==> src/pyr_pkg.sv <==
// ----------------------------------------------------------------------------
// pyr_pkg: shared types and constants of the pyramid reduce block
// Holds the job record passed from front to back, the vertical tap mode
// and the 1-4-6-4-1 tap arithmetic used by both filter passes.
// ----------------------------------------------------------------------------
package pyr_pkg;

  localparam int PIX_W     = 16;
  localparam int CFG_W     = 11;
  localparam int CFG_IDX_W = 2;
  localparam int MIN_DIM   = 4;
  localparam int SUM_W     = 21;

  localparam logic [CFG_IDX_W-1:0] REG_WIDTH  = 2'd0;
  localparam logic [CFG_IDX_W-1:0] REG_HEIGHT = 2'd1;

  localparam logic [CFG_W-1:0] DIM_RESET = 11'd1024;

  typedef logic signed [PIX_W-1:0] pix_t;

  // vertical tap arrangement: interior, first output row, last row of even height
  typedef enum logic [1:0] {
    VS_MID = 2'd0,
    VS_TOP = 2'd1,
    VS_BOT = 2'd2
  } vsel_t;

  typedef struct packed {
    pix_t [4:0]  taps;
    vsel_t       vsel;
    logic [1:0]  wrow;
    logic        emit;
    logic        row_end;
    logic        frame_end;
  } job_t;

  // (a+e+4(b+d)+6c+8) >> 4, floor shift
  function automatic pix_t tap5(input pix_t a, input pix_t b, input pix_t c,
                                input pix_t d, input pix_t e);
    logic signed [SUM_W-1:0] s;
    logic signed [SUM_W-1:0] sh;
    s  = SUM_W'(a) + SUM_W'(e) + ((SUM_W'(b) + SUM_W'(d)) <<< 2)
       + SUM_W'(c) * 21'sd6 + 21'sd8;
    sh = s >>> 4;
    return sh[PIX_W-1:0];
  endfunction

endpackage

==> src/pyr_front.sv <==
// ----------------------------------------------------------------------------
// pyr_front: input side of the pyramid reduce
// Tracks column and row, keeps the last four pixels, and turns each pixel
// that completes a horizontal tap into a job for the back end.
// ----------------------------------------------------------------------------
module pyr_front #(
  parameter int MAX_WIDTH  = 1024,
  parameter int MAX_HEIGHT = 1024
) (
  input  logic                                 clk,
  input  logic                                 rst,
  input  logic                                 cfg_write,
  input  logic [pyr_pkg::CFG_IDX_W-1:0]        cfg_index,
  input  logic [pyr_pkg::CFG_W-1:0]            cfg_data,
  input  logic                                 take,
  input  pyr_pkg::pix_t                        pixel_in,
  output logic                                 push,
  output pyr_pkg::job_t                        job,
  output logic [$clog2(MAX_WIDTH/2)-1:0]       ox
);

  localparam int CW  = $clog2(MAX_WIDTH);
  localparam int RW  = $clog2(MAX_HEIGHT);
  localparam int AW  = $clog2(MAX_WIDTH / 2);
  localparam int WDW = ($clog2(MAX_WIDTH + 1) > pyr_pkg::CFG_W) ?
                       $clog2(MAX_WIDTH + 1) : pyr_pkg::CFG_W;
  localparam int HDW = ($clog2(MAX_HEIGHT + 1) > pyr_pkg::CFG_W) ?
                       $clog2(MAX_HEIGHT + 1) : pyr_pkg::CFG_W;

  logic [pyr_pkg::CFG_W-1:0] width_cfg;
  logic [pyr_pkg::CFG_W-1:0] height_cfg;
  logic [CW-1:0]             col;
  logic [RW-1:0]             row;
  pyr_pkg::pix_t             win [4];

  logic [WDW-1:0] wd, w;
  logic [HDW-1:0] hd, h;
  logic           last_col, last_row;
  logic           h_end, h_mid, v_end, v_mid;
  logic [CW-1:0]  cc;
  logic [RW-1:0]  cr;
  logic [HDW-1:0] oy;

  // clamp the programmed size
  always_comb begin
    wd = WDW'(width_cfg);
    hd = HDW'(height_cfg);
    if (wd < WDW'(pyr_pkg::MIN_DIM)) begin
      w = WDW'(pyr_pkg::MIN_DIM);
    end else if (wd > WDW'(MAX_WIDTH)) begin
      w = WDW'(MAX_WIDTH);
    end else begin
      w = wd;
    end
    if (hd < HDW'(pyr_pkg::MIN_DIM)) begin
      h = HDW'(pyr_pkg::MIN_DIM);
    end else if (hd > HDW'(MAX_HEIGHT)) begin
      h = HDW'(MAX_HEIGHT);
    end else begin
      h = hd;
    end
  end

  // classify the pixel position
  always_comb begin
    last_col = (WDW'(col) == w - WDW'(1));
    last_row = (HDW'(row) == h - HDW'(1));
    h_end    = last_col && !w[0];
    h_mid    = !col[0] && (col != '0);
    v_end    = last_row && !h[0];
    v_mid    = !row[0] && (row != '0);
    cc       = h_end ? col - CW'(1) : col - CW'(2);
    cr       = v_end ? row - RW'(1) : row - RW'(2);
    ox       = cc[AW:1];
    oy       = HDW'(cr[RW-1:1]);
  end

  // build the job
  always_comb begin
    push          = take && (h_mid || h_end);
    job.wrow      = row[1:0];
    job.emit      = v_mid || v_end;
    job.row_end   = (WDW'(ox) == (w >> 1) - WDW'(1));
    job.frame_end = job.row_end && (oy == (h >> 1) - HDW'(1));
    if (v_end) begin
      job.vsel = pyr_pkg::VS_BOT;
    end else if (row == RW'(2)) begin
      job.vsel = pyr_pkg::VS_TOP;
    end else begin
      job.vsel = pyr_pkg::VS_MID;
    end
    if (h_end) begin
      job.taps = {win[2], win[1], win[0], pixel_in, pixel_in};
    end else if (col == CW'(2)) begin
      job.taps = {win[1], win[1], win[1], win[0], pixel_in};
    end else begin
      job.taps = {win[3], win[2], win[1], win[0], pixel_in};
    end
  end

  // advance position and pixel history; a write to the width or height register restarts the frame
  always_ff @(posedge clk) begin
    if (rst) begin
      width_cfg  <= pyr_pkg::DIM_RESET;
      height_cfg <= pyr_pkg::DIM_RESET;
      col        <= '0;
      row        <= '0;
      for (int i = 0; i < 4; i++) win[i] <= '0;
    end else begin
      if (take) begin
        win[3] <= win[2];
        win[2] <= win[1];
        win[1] <= win[0];
        win[0] <= pixel_in;
        if (last_col) begin
          col <= '0;
          row <= last_row ? '0 : row + RW'(1);
        end else begin
          col <= col + CW'(1);
        end
      end
      if (cfg_write && (cfg_index == pyr_pkg::REG_WIDTH ||
                        cfg_index == pyr_pkg::REG_HEIGHT)) begin
        if (cfg_index == pyr_pkg::REG_WIDTH) begin
          width_cfg <= cfg_data;
        end else begin
          height_cfg <= cfg_data;
        end
        col <= '0;
        row <= '0;
        for (int i = 0; i < 4; i++) win[i] <= '0;
      end
    end
  end

endmodule

==> config.mk <==
export PLATFORM = sky130hd
export DESIGN_NAME = pyr_front
export DESIGN_NICKNAME = d
export VERILOG_FILES = /design/src/pyr_pkg.sv /design/src/pyr_front.sv
export SDC_FILE = /design/constraint.sdc
export NUM_CORES = 1
export LEC_CHECK = 0
export BUFFER_PORTS_ARGS = -buffer_cell sky130_fd_sc_hd__buf_2
export CORE_ASPECT_RATIO = 0.8
export CORE_MARGIN = 2
export CORE_UTILIZATION = 30
export CTS_BUF_LIST = sky130_fd_sc_hd__clkbuf_8
export DETAILED_ROUTE_END_ITERATION = 8
export PLACE_DENSITY = 0.59
export SYNTH_ARGS = -nofsm -noshare
export SYNTH_HDL_FRONTEND = slang
export SYNTH_SLANG_ARGS = --single-unit
export TNS_END_PERCENT = 5
==> constraint.sdc <==
create_clock -name clk -period 11.1 [get_ports clk]
set_clock_uncertainty 0.2 [all_clocks]
set_input_delay 0.555 -clock clk [delete_from_list [all_inputs] [get_ports clk]]
set_output_delay 0.555 -clock clk [all_outputs]
set_load 0.02 [all_outputs]
==> out/metrics.yaml <==
logic_synthesis:
  syn-cell-area_um2: 7580
  synth_top_family_by_area: "simple AND/OR/NAND/NOR gates"
  ys.flop_type: "dfxtp_1"
  synthMuxAreaShare_pct: 9.22
  synth_compound_area_share_pct: 11.0
  synth-seq-cells: 106
  synth_fa_ha_area_share_pct: 2.81
  synth_edf_count: 48
  yosys.area_share.simple_pct: 27.2
  ys_async_sr_fraction_pct: 0
  syn_nets: 961
  postSynthAreaPerCell_um2: 8.32
  ys_types: 81
  yosys_warnings: 0
  ys_seq_area_share_pct: 34.3
  synth_xor_area_share_pct: 8.58
  syn_inst: 911
layout:
  area_growth_pct: 11.3
  final_net_count: 1016
  antenna_cells: 0
  stdcell_count: 1295
  drive_gt1_share_pct: 19.7
  n_fill_cell: 2614
  post-route-util_pct: 33.7
power:
  p_per_area_nw_per_um2: 104
  peakVddDrop_mv: 0.0535
  p_leak_nw: 3.80
critical_path:
  crit_fanout: 38
  cp_data_arrival_time_ns: 5.87
  crit_type: "register to output port"
  cp-start-kind: "register"
  r2r_cells: 13
  cp.required_ns: 10.35
  end_kind: "output port"
outcome:
  outcome: "finished clean"
route:
  num_vias: 6512
  routed_wl_um: 20900
  drt_iter0_drc: 467
  vias_per_cell: 5.03
  ant_nets: 0
  wire_per_inst_um: 16.1
  first_pass_iters: 5
  route.detailed.drc: 0
clocking:
  cts_sinks: 106
  clockBufferDepth: 2
  cts_buffers: 9
  cts_resized: 0
  postCtsHoldBufs: 0
  clk-insertion-delay-late_ns: 0.40
  cts_tree: "yes"
  post_cts_buffers: 0
  clk_pin_slew_ns: 0.11
  htree_levels: 3
  cts-root-buf: "clkbuf_8"
global_route:
  grt_overflow: 0
  grt.total_usage_pct: 15.7
  grt_antenna_before_repair: 0
  grt_pass1_vias: 5947
  grt_pass1_wl_um: 33300
  grt_max_degree: 74
sta:
  worstMarginPinSlew_ns: 0.950
  setup_violations: 0
  rsz0062_at_grt: "no"
  tns_ns: 0
  hold_viol: 0
  final.setup.worst_slack_ns: 4.48
  fin_crit_sh_pct: 59.7
  min_period_ns: 6.62
  fmax_mhz: 151
  slew_violations: 0
  maxSlewHeadroom_pct: 36.1
die:
  ioPinCount: 130
  coreArea_um2: 25000
  initial_core_util_pct: 30.3
  die_h_um: 146
  die_w_um: 182
  dieArea_um2: 26600
  rows: 52
flow_run:
  maxCapViolations: 0
placement:
  pre_cts_ws_ns: 4.89
  port_buffers: 129
  dp_hpwl_um: 15000
  dp.cells: 1279
  gp_congestion: 0.876
min_path:
  worstHoldPathCells: 2
  hp-class: "input port to register"
[layout by cell type, fill, tap and decap left out, types with 8 or more instances in the layout]
cell and n:
buf_2 129, nand3_1 27, xor2_1 26, a31oi_1 8, inv_1 16, mux2_2 19, and3_1 53, xnor2_1 42
edfxtp_1 48, clkbuf_8 9, nor4_1 9, ha_1 17, nor2b_1 12, or3_1 10, a21oi_1 36, nand4_1 8
o21ai_0 12, nor3_1 21, nor2_1 101, mux2i_1 47, dfxtp_1 58, nand2b_1 13, nand2_1 136
[stage by stage]
step                      cell area, um2  power (mW)  hold WS, ns
final                               8440       0.881        0.196
after global routing                8440       0.925        0.177
after CTS                           8440       0.890        0.181
after detailed placement            8240       0.641        0.286
after global placement              8240       0.641        0.274
after floorplan                     7580       0.583        0.260
[registers in the layout, summed over array words and instances, names as in the netlist]
register	cells
wd	11
win	64
row	10
col	10
hd	11
[metal layers]
metal	wire [um]	part of all wire, %	vias to the layer above	global-route usage [%]
met2	9150	44	161	23.3
met1	10400	50	3041	23.2
li1	-	-	3285	-
met5	0	0	-	0
met3	1010	4.8	25	2.57
met4	389	1.9	0	4.76
[power breakdown]
part	internal, mW	leakage, nW	switching [mW]	total (mW)
Clock	0.0891	0.0979	0.160	0.249
Sequential	0.426	1.01	0.0222	0.448
Combinational	0.0702	2.70	0.114	0.184
Total	0.585	3.80	0.296	0.881
[cells in the mapped netlist, types with 6 or more instances]
cell type | n | area (um2)
nand2_1 | 136 | 510
nor2_1 | 102 | 383
dfxtp_1 | 58 | 1160
and3_1 | 53 | 332
clkbuf_1 | 52 | 195
edfxtp_1 | 48 | 1440
mux2i_1 | 47 | 470
xnor2_1 | 42 | 368
a21oi_1 | 36 | 180
nand3_1 | 27 | 135
xor2_1 | 26 | 228
nor3_1 | 21 | 105
buf_4 | 19 | 143
mux2_2 | 19 | 214
ha_1 | 17 | 213
inv_1 | 16 | 60.1
nand2b_1 | 13 | 81.3
buf_2 | 12 | 60.1
nor2b_1 | 12 | 75.1
o21ai_0 | 12 | 60.1
or3_1 | 10 | 62.6
nor4_1 | 9 | 56.3
a31oi_1 | 8 | 50.1
nand4_1 | 8 | 50.1
buf_1 | 6 | 22.5
o211ai_1 | 6 | 45.0
[final timing paths]
check / startpoint / to / slack, ns
max: wd[9]$_SDFFE_PP0P_ / job[0] / 4.48
min: cfg_data[10] / wd[10]$_SDFFE_PP1P_ / 0.20
max reg2reg: wd[10]$_SDFFE_PP1P_ / row[7]$_SDFFE_PP0P_ / 6.32
min reg2reg: win[3][14]$_SDFFE_PP0P_ / win[3][14]$_SDFFE_PP0P_ / 0.31
[cells by family after synthesis]
family	count (synthesis)
AND/OR/NAND/NOR	421
XOR/XNOR	71
buffers and inverters	109
adder cells (fa/ha/maj)	17
flip-flops	106
AO/OA/AOI/OAI	120
multiplexers	67
[worst max-delay path, stage by stage, from the launching register on]
cell       delay [ns]
dfxtp_1          0.68
nor2_1           0.24
a31oi_2          0.47
inv_1            0.12
ha_1             0.30
and3b_1          0.21
a41o_1           0.23
a32o_1           0.29
xnor2_2          0.20
or4b_4           0.51
nor2_4           0.68
mux2_2           0.42
xnor2_1          0.21
xor2_1           0.17
nand4_1          0.16
a2111oi_2        0.33
buf_2            0.24
[layout make-up]
class	instances	area [um2]	share of cell area, %
clock buffer	9	124	1.47
clock inverter	7	77.6	0.919
sequential	106	2600	30.8
inverter	17	63.8	0.756
timing repair buffer	136	698	8.28
tap	324	405	4.80
multi-input combinational	696	4470	52.9
Note: power is estimated with default switching activity, not from simulation.
