--- config.mk ---
export PLATFORM = sky130hd
export DESIGN_NAME = pyr_queue
export DESIGN_NICKNAME = d
export VERILOG_FILES = /design/src/pyr_queue.sv
export SDC_FILE = /design/constraint.sdc
export NUM_CORES = 1
export LEC_CHECK = 0
export BUFFER_PORTS_ARGS = -buffer_cell sky130_fd_sc_hd__buf_4
export CAP_MARGIN = 20
export CORE_MARGIN = 2
export CORE_UTILIZATION = 30
export DETAILED_ROUTE_END_ITERATION = 10
export PLACE_DENSITY = 0.52
export SLEW_MARGIN = 20
export SYNTH_ARGS = -nofsm -noshare
export SYNTH_HDL_FRONTEND = slang
export SYNTH_SLANG_ARGS = --single-unit
--- constraint.sdc ---
create_clock -name clk -period 1.6 [get_ports clk]
set_input_delay 0.16 -clock clk [delete_from_list [all_inputs] [get_ports clk]]
set_output_delay 0.16 -clock clk [all_outputs]
set_load 0.1 [all_outputs]
--- src/pyr_queue.sv ---
// ----------------------------------------------------------------------------
// pyr_queue: short job queue between front and back
// Ring of registers with read and write pointers and a fill level.
// ----------------------------------------------------------------------------
module pyr_queue #(
  parameter int W     = 8,
  parameter int DEPTH = 4
) (
  input  logic                       clk,
  input  logic                       rst,
  input  logic                       push,
  input  logic [W-1:0]               din,
  input  logic                       pop,
  output logic [W-1:0]               dout,
  output logic                       valid,
  output logic                       full,
  output logic [$clog2(DEPTH+1)-1:0] level
);

  localparam int PW = $clog2(DEPTH);
  localparam int LW = $clog2(DEPTH + 1);

  logic [W-1:0]  slots [DEPTH];
  logic [PW-1:0] wr_ptr, rd_ptr;

  assign dout  = slots[rd_ptr];
  assign valid = (level != '0);
  assign full  = (level == LW'(DEPTH));

  // store pushed beat
  always_ff @(posedge clk) begin
    if (push) begin
      slots[wr_ptr] <= din;
    end
  end

  // move pointers and level
  always_ff @(posedge clk) begin
    if (rst) begin
      wr_ptr <= '0;
      rd_ptr <= '0;
      level  <= '0;
    end else begin
      if (push) begin
        wr_ptr <= (wr_ptr == PW'(DEPTH - 1)) ? '0 : wr_ptr + PW'(1);
      end
      if (pop) begin
        rd_ptr <= (rd_ptr == PW'(DEPTH - 1)) ? '0 : rd_ptr + PW'(1);
      end
      if (push && !pop) begin
        level <= level + LW'(1);
      end else if (pop && !push) begin
        level <= level - LW'(1);
      end
    end
  end

endmodule

==> results.json, run 1 <==
{
  "status": "complete, but fails checks",
  "violations": "negative setup slack",
  "vias_per_cell": 4.21,
  "timing.hold.ws_ns": 0.0679,
  "clk_latency_ns": 0.29,
  "power.total_w": 0.00276,
  "synth_cells": 87,
  "hold_depth": 1,
  "antenna_found_initial": 0,
  "fin_crit_ns": 1.68,
  "grt-ovfl-total": 0,
  "worstReg2RegEnd": "level[2]",
  "die_w_um": 77.1,
  "critPathRequiredTime_ns": 1.44,
  "die_h_um": 77.1,
  "fin_area_um2": 2090,
  "cp.arrival_ns": 1.52,
  "drc": 0,
  "ir_worst_vdd_mv": 0.714,
  "fin_crit_sh_pct": 105,
  "ctsLongestPathBuffers": 2,
  "core_area_um2": 5140,
  "ys.flop_type": "edfxtp_1",
  "row_count": 26,
  "timing.rr.start": "level[0]",
  "n_antenna_cell": 0,
  "placedCellCount": 185,
  "firstDrtPassIters": 2,
  "cts_tree": "yes",
  "synthTopCellsByCount": "edfxtp_1, dfxtp_1, mux4_2",
  "skew_ns": 0.00268,
  "worst_pin_slew_ns": 0.281,
  "vias": 813,
  "root_buffer": "clkbuf_8",
  "grt_max_degree": 14,
  "synthTopCellsByArea": "edfxtp_1, dfxtp_1, mux4_2",
  "drv_cap": 0,
  "hp-class": "input pin to register",
  "hold_viol": 0,
  "worstHoldStart": "din[0]",
  "drt_wl_total_um": 2660,
  "ys_seq_elements": 41,
  "floorplan.initialDensity_pct": 31.2,
  "place_congestion": 0.682,
  "ant_nets": 0,
  "nNetsFinal": 141,
  "ys_types": 16,
  "yosysMostFrequentCell": "edfxtp_1",
  "setup_ws_ns": -0.0808,
  "fmax_ghz": 0.595,
  "crit_path_max_fanout": 8,
  "numCtsBuffers": 5,
  "ios": 25,
  "hpwl_um": 1800,
  "htree_levels": 2,
  "setup_viol": 8,
  "seq_area_frac_synth_pct": 71.2,
  "finalMaxSlewViolations": 0,
  "pre_cts_ws_ns": -0.0332,
  "grt_pass1_wl_um": 4470,
  "cellPowerDensity_nw_per_um2": 1320,
  "yosysTopAreaCellShare_pct": 60.0,
  "ys_async_sr_fraction_pct": 0,
  "whs_endpoint": "slots[1][0]",
  "cts_sinks": 41,
  "drt_iter0_drc": 27,
  "endpoint_kind": "output pin",
  "slew_headroom_pct": 81.4,
  "syn2layout_area_growth_pct": 30.2,
  "path_clk_slew_ns": 0.08,
  "r2r_slack_ns": 0.14,
  "crit_path_start_kind": "register",
  "wl_per_cell_um": 13.8,
  "yosys.area.top_type": "edfxtp_1",
  "final_cells": 193,
  "drive_above_1_share_pct": 42.3,
  "ff2ff_path_depth": 4,
  "synth_nets": 106,
  "die_area_um2": 5940,
  "gr-usage-all-layers_pct": 10.4,
  "synth-edff-count": 32,
  "yosysWarnings": 0,
  "portBuffers": 24,
  "rsz0062_at_grt": "true",
  "crit_type": "register to output pin",
  "synthesis.area_um2": 1600,
  "grt_pass1_vias": 891,
  "dpl_cell_area_um2": 1930,
  "p_leak_nw": 0.776,
  "syn_area_per_cell_um2": 18.4
}
[report_power, final]
part | internal, W | switching [W]
clock | 0.000459 | 0.000339
combinational | 0.000208 | 0.000498
sequential | 0.00121 | 0.0000444
total | 0.00188 | 0.000881
[per-stage QoR]
step                      util (%)  TNS (ns)
after global placement        37.6         0
after detailed placement      37.6   -0.0332
after CTS                     40.6    -0.562
after global routing          40.6    -0.801
after floorplan                  -         0
final                         40.6    -0.380
[placed cells by master (no fill, tap or decap)]
master	count
fa_1	1
mux4_2	8
inv_1	5
nor3b_1	2
buf_4	21
bufinv_16	1
xor2_1	2
dfxtp_2	2
ha_1	6
clkbuf_8	5
nor2_1	6
o21ai_0	1
or3_2	1
and2_1	4
nor3b_4	1
buf_12	2
edfxtp_1	32
buf_6	7
a21oi_1	3
clkinvlp_4	1
or3_1	1
dfxtp_1	4
clkinv_1	1
mux2i_1	3
dfxtp_4	3
[worst max-delay path, stage by stage (launching register included)]
cell and delay, ns:
dfxtp_2 0.34, buf_12 0.14, mux4_2 0.55, buf_12 0.19
[cells by family (layout without fill, tap and decap cells)]
logic type      count (synthesis)  count (layout)  share of synthesized area, %
xor+xnor                        2               2                          1.09
simple gates                   15              15                          5.16
mux                            11              11                          13.1
fa+ha+maj                       7               7                          5.94
compound gates                  4               4                          1.25
buf+inv                         7              43                          2.19
flops                          41              41                          71.2
[timing repair]
item                       4_1_cts  5_1_grt
hold buffers                     0        0
setup endpoints to repair        8        8
gates resized for setup         12        0
setup buffers                    0        0
[worst max-delay path by stage]
stage | from | endpoint | slack (ns) | depth (start not counted)
final | register | dout[7] | -0.08 | 3
after global routing | register | dout[7] | -0.13 | 3
after CTS | register | dout[7] | -0.11 | 3
after detailed placement | pop | level[2] | -0.03 | 8
after global placement | pop | level[2] | 0.03 | 8
after floorplan | level[2] | full | 0.007 | 1
[metal layers]
layer  vias to the layer above  wire length [um]  track usage [%]
met5                         -                 0                0
met4                         0                39             4.82
met3                         5               120             4.00
met2                        22              1380             17.4
met1                       390              1120             11.6
li1                        396                 -                -
[registers in the layout, summed over array words and instances, names as in the netlist, named ones only]
| signal | flops |
|---|---|
| slots | 32 |
| wr_ptr | 2 |
| level | 3 |
| rd_ptr | 2 |
[layout make-up]
cell class                      count  area (um2)
Clock buffer                        5        68.8
Clock inverter                      3        41.3
Fill cell                         500        3050
Inverter                            5        18.8
Multi-Input combinational cell     39         438
Sequential cell                    41        1150
Tap cell                           70        87.6
Timing Repair Buffer               30         277
Note: power is estimated with default switching activity, not from simulation.
==> inputs of run 2 (changes only) <==
--- a/config.mk
+++ b/config.mk
@@ -7,10 +7,11 @@
 export LEC_CHECK = 0
 export BUFFER_PORTS_ARGS = -buffer_cell sky130_fd_sc_hd__buf_4
 export CAP_MARGIN = 20
-export CORE_MARGIN = 2
 export CORE_UTILIZATION = 30
 export DETAILED_ROUTE_END_ITERATION = 10
 export PLACE_DENSITY = 0.52
+export SETUP_SLACK_MARGIN = 0.1
+export SKIP_CTS_REPAIR_TIMING = 1
 export SLEW_MARGIN = 20
 export SYNTH_ARGS = -nofsm -noshare
 export SYNTH_HDL_FRONTEND = slang
==> run 2 against run 1 <==
The run still ends with negative setup slack left. Power down 4.2%. Flip-flop and latch count unchanged. Combinational power increased by 7.1%. Critical path depth is the same. Via count increased by 5.3%. First-iteration DRC count increased by 96%. Wire length increased by 8.0%. Maximum frequency rose by 1.1%. Core utilization increased by 0.097 points. Die area is 5.1% lower. Sequential power about the same. Final cell count is 1.0% higher.
==> results.json, run 2 (same netlist as run 1, synthesis figures left out) <==
{
  "antenna_found_initial": 0,
  "vias_per_cell": 4.39,
  "wl_per_cell_um": 14.7,
  "crit_path_start_kind": "register",
  "firstDrtPassIters": 4,
  "ios": 25,
  "die_area_um2": 5630,
  "worst_pin_slew_ns": 0.448,
  "place_congestion": 0.690,
  "timing.rr.start": "level[0]",
  "n_antenna_cell": 0,
  "cts_sinks": 41,
  "drt_iter0_drc": 53,
  "cellPowerDensity_nw_per_um2": 1260,
  "die_w_um": 75.1,
  "p_leak_nw": 0.783,
  "vias": 856,
  "violations": "negative setup slack",
  "crit_slowest_cell": "mux4_2",
  "slowest_delay_ns": 0.54,
  "crit_type": "register to output pin",
  "setup_ws_ns": -0.0626,
  "worstReg2RegEnd": "level[2]",
  "drt_wl_total_um": 2870,
  "final_cell_mix": "edfxtp_1, buf_4, mux4_2",
  "timing.hold.ws_ns": 0.0746,
  "pre_cts_ws_ns": 0.0481,
  "die_h_um": 75.1,
  "drv_cap": 0,
  "cp_cell_sequence": "buf_12 -> mux4_2 -> buf_12",
  "hold_depth": 1,
  "skew_ns": 0.00516,
  "syn2layout_area_growth_pct": 30.5,
  "drive_above_1_share_pct": 43.2,
  "final_common_cell": "edfxtp_1",
  "hp-class": "input pin to register",
  "endpoint_kind": "output pin",
  "gr-usage-all-layers_pct": 11.5,
  "root_buffer": "clkbuf_8",
  "multi_input_area_um2": 444,
  "ff2ff_path_depth": 4,
  "cp.arrival_ns": 1.50,
  "nNetsFinal": 143,
  "grt_pass1_vias": 859,
  "cts_tree": "yes",
  "hpwl_um": 1990,
  "fmax_ghz": 0.601,
  "row_count": 26,
  "clk_latency_ns": 0.28,
  "grt_pass1_wl_um": 4550,
  "whs_endpoint": "slots[0][3]",
  "portBuffers": 24,
  "setup_viol": 8,
  "htree_levels": 2,
  "worstHoldStart": "din[3]",
  "fin_crit_ns": 1.66,
  "rsz0062_at_grt": "true",
  "grt_max_degree": 13,
  "fin_crit_sh_pct": 104,
  "largest_reg_flops": 32,
  "numCtsBuffers": 5,
  "crit_top_cell": "buf_12",
  "status": "complete, but fails checks",
  "fillers": 504,
  "floorplan.initialDensity_pct": 31.2,
  "grt-ovfl-total": 0,
  "path_clk_slew_ns": 0.08,
  "ir_worst_vdd_mv": 0.575,
  "max_flop_register": "slots",
  "drc": 0,
  "slew_headroom_pct": 70.1,
  "ant_nets": 0,
  "r2r_slack_ns": 0.18,
  "seq_area_um2": 1150,
  "critPathRequiredTime_ns": 1.44,
  "hold_viol": 0,
  "reg.largest.list": "slots: 32 flops, level: 3 flops",
  "finalMaxSlewViolations": 0,
  "crit_path_max_fanout": 8,
  "core_area_um2": 5140,
  "ctsLongestPathBuffers": 2
}
run 2: critical path: cells and delay by family, from the launching register on:
kind / cells / cell delay (ns)
buffers and inverters: 2 / 0.33
DFF: 1 / 0.34
muxes: 1 / 0.54
run 2: metal layers:
layer	wire length, um	up-vias	global-route usage, %
met2	1430	23	18.2
met3	146	5	4.42
met4	33	0	3.77
met1	1260	428	14.5
li1	-	400	-
met5	0	-	0
run 2: final cells by class:
cell class,instances,share of cell area (%)
inverters,5,0.898
flip-flops and latches,41,55.2
repair buffers,32,14.5
multi-input cells,39,21.2
clock buffers,6,3.47
well taps,70,4.19
clock inverters,2,0.479
run 2: worst max-delay path by stage:
stage / start / slack [ns] / end
after floorplan: level[2] / 0.007 / full
after global placement: pop / 0.06 / level[2]
after detailed placement: pop / 0.05 / level[2]
after CTS: register / -0.15 / dout[6]
after global routing: register / -0.12 / dout[6]
final: register / -0.06 / dout[6]
run 2: per-stage QoR:
stage                     TNS [ns]  total power (W)  instances  utilization [%]  area, um2
after floorplan                  0          0.00180         87                -       1630
after global routing        -0.779          0.00277        195             40.7       2090
after detailed placement         0          0.00198        187             38.0       1950
final                       -0.350          0.00264        195             40.7       2090
after global placement           0          0.00196        187             38.0       1950
after CTS                    -1.03          0.00263        195             39.6       2030
run 2: where the power goes:
| group | internal, W | switching [W] | leakage, nW | total [W] |
|---|---|---|---|---|
| registers | 0.00121 | 0.0000417 | 0.370 | 0.00125 |
| clock network | 0.000302 | 0.000334 | 0.0450 | 0.000636 |
| logic | 0.000242 | 0.000513 | 0.367 | 0.000755 |
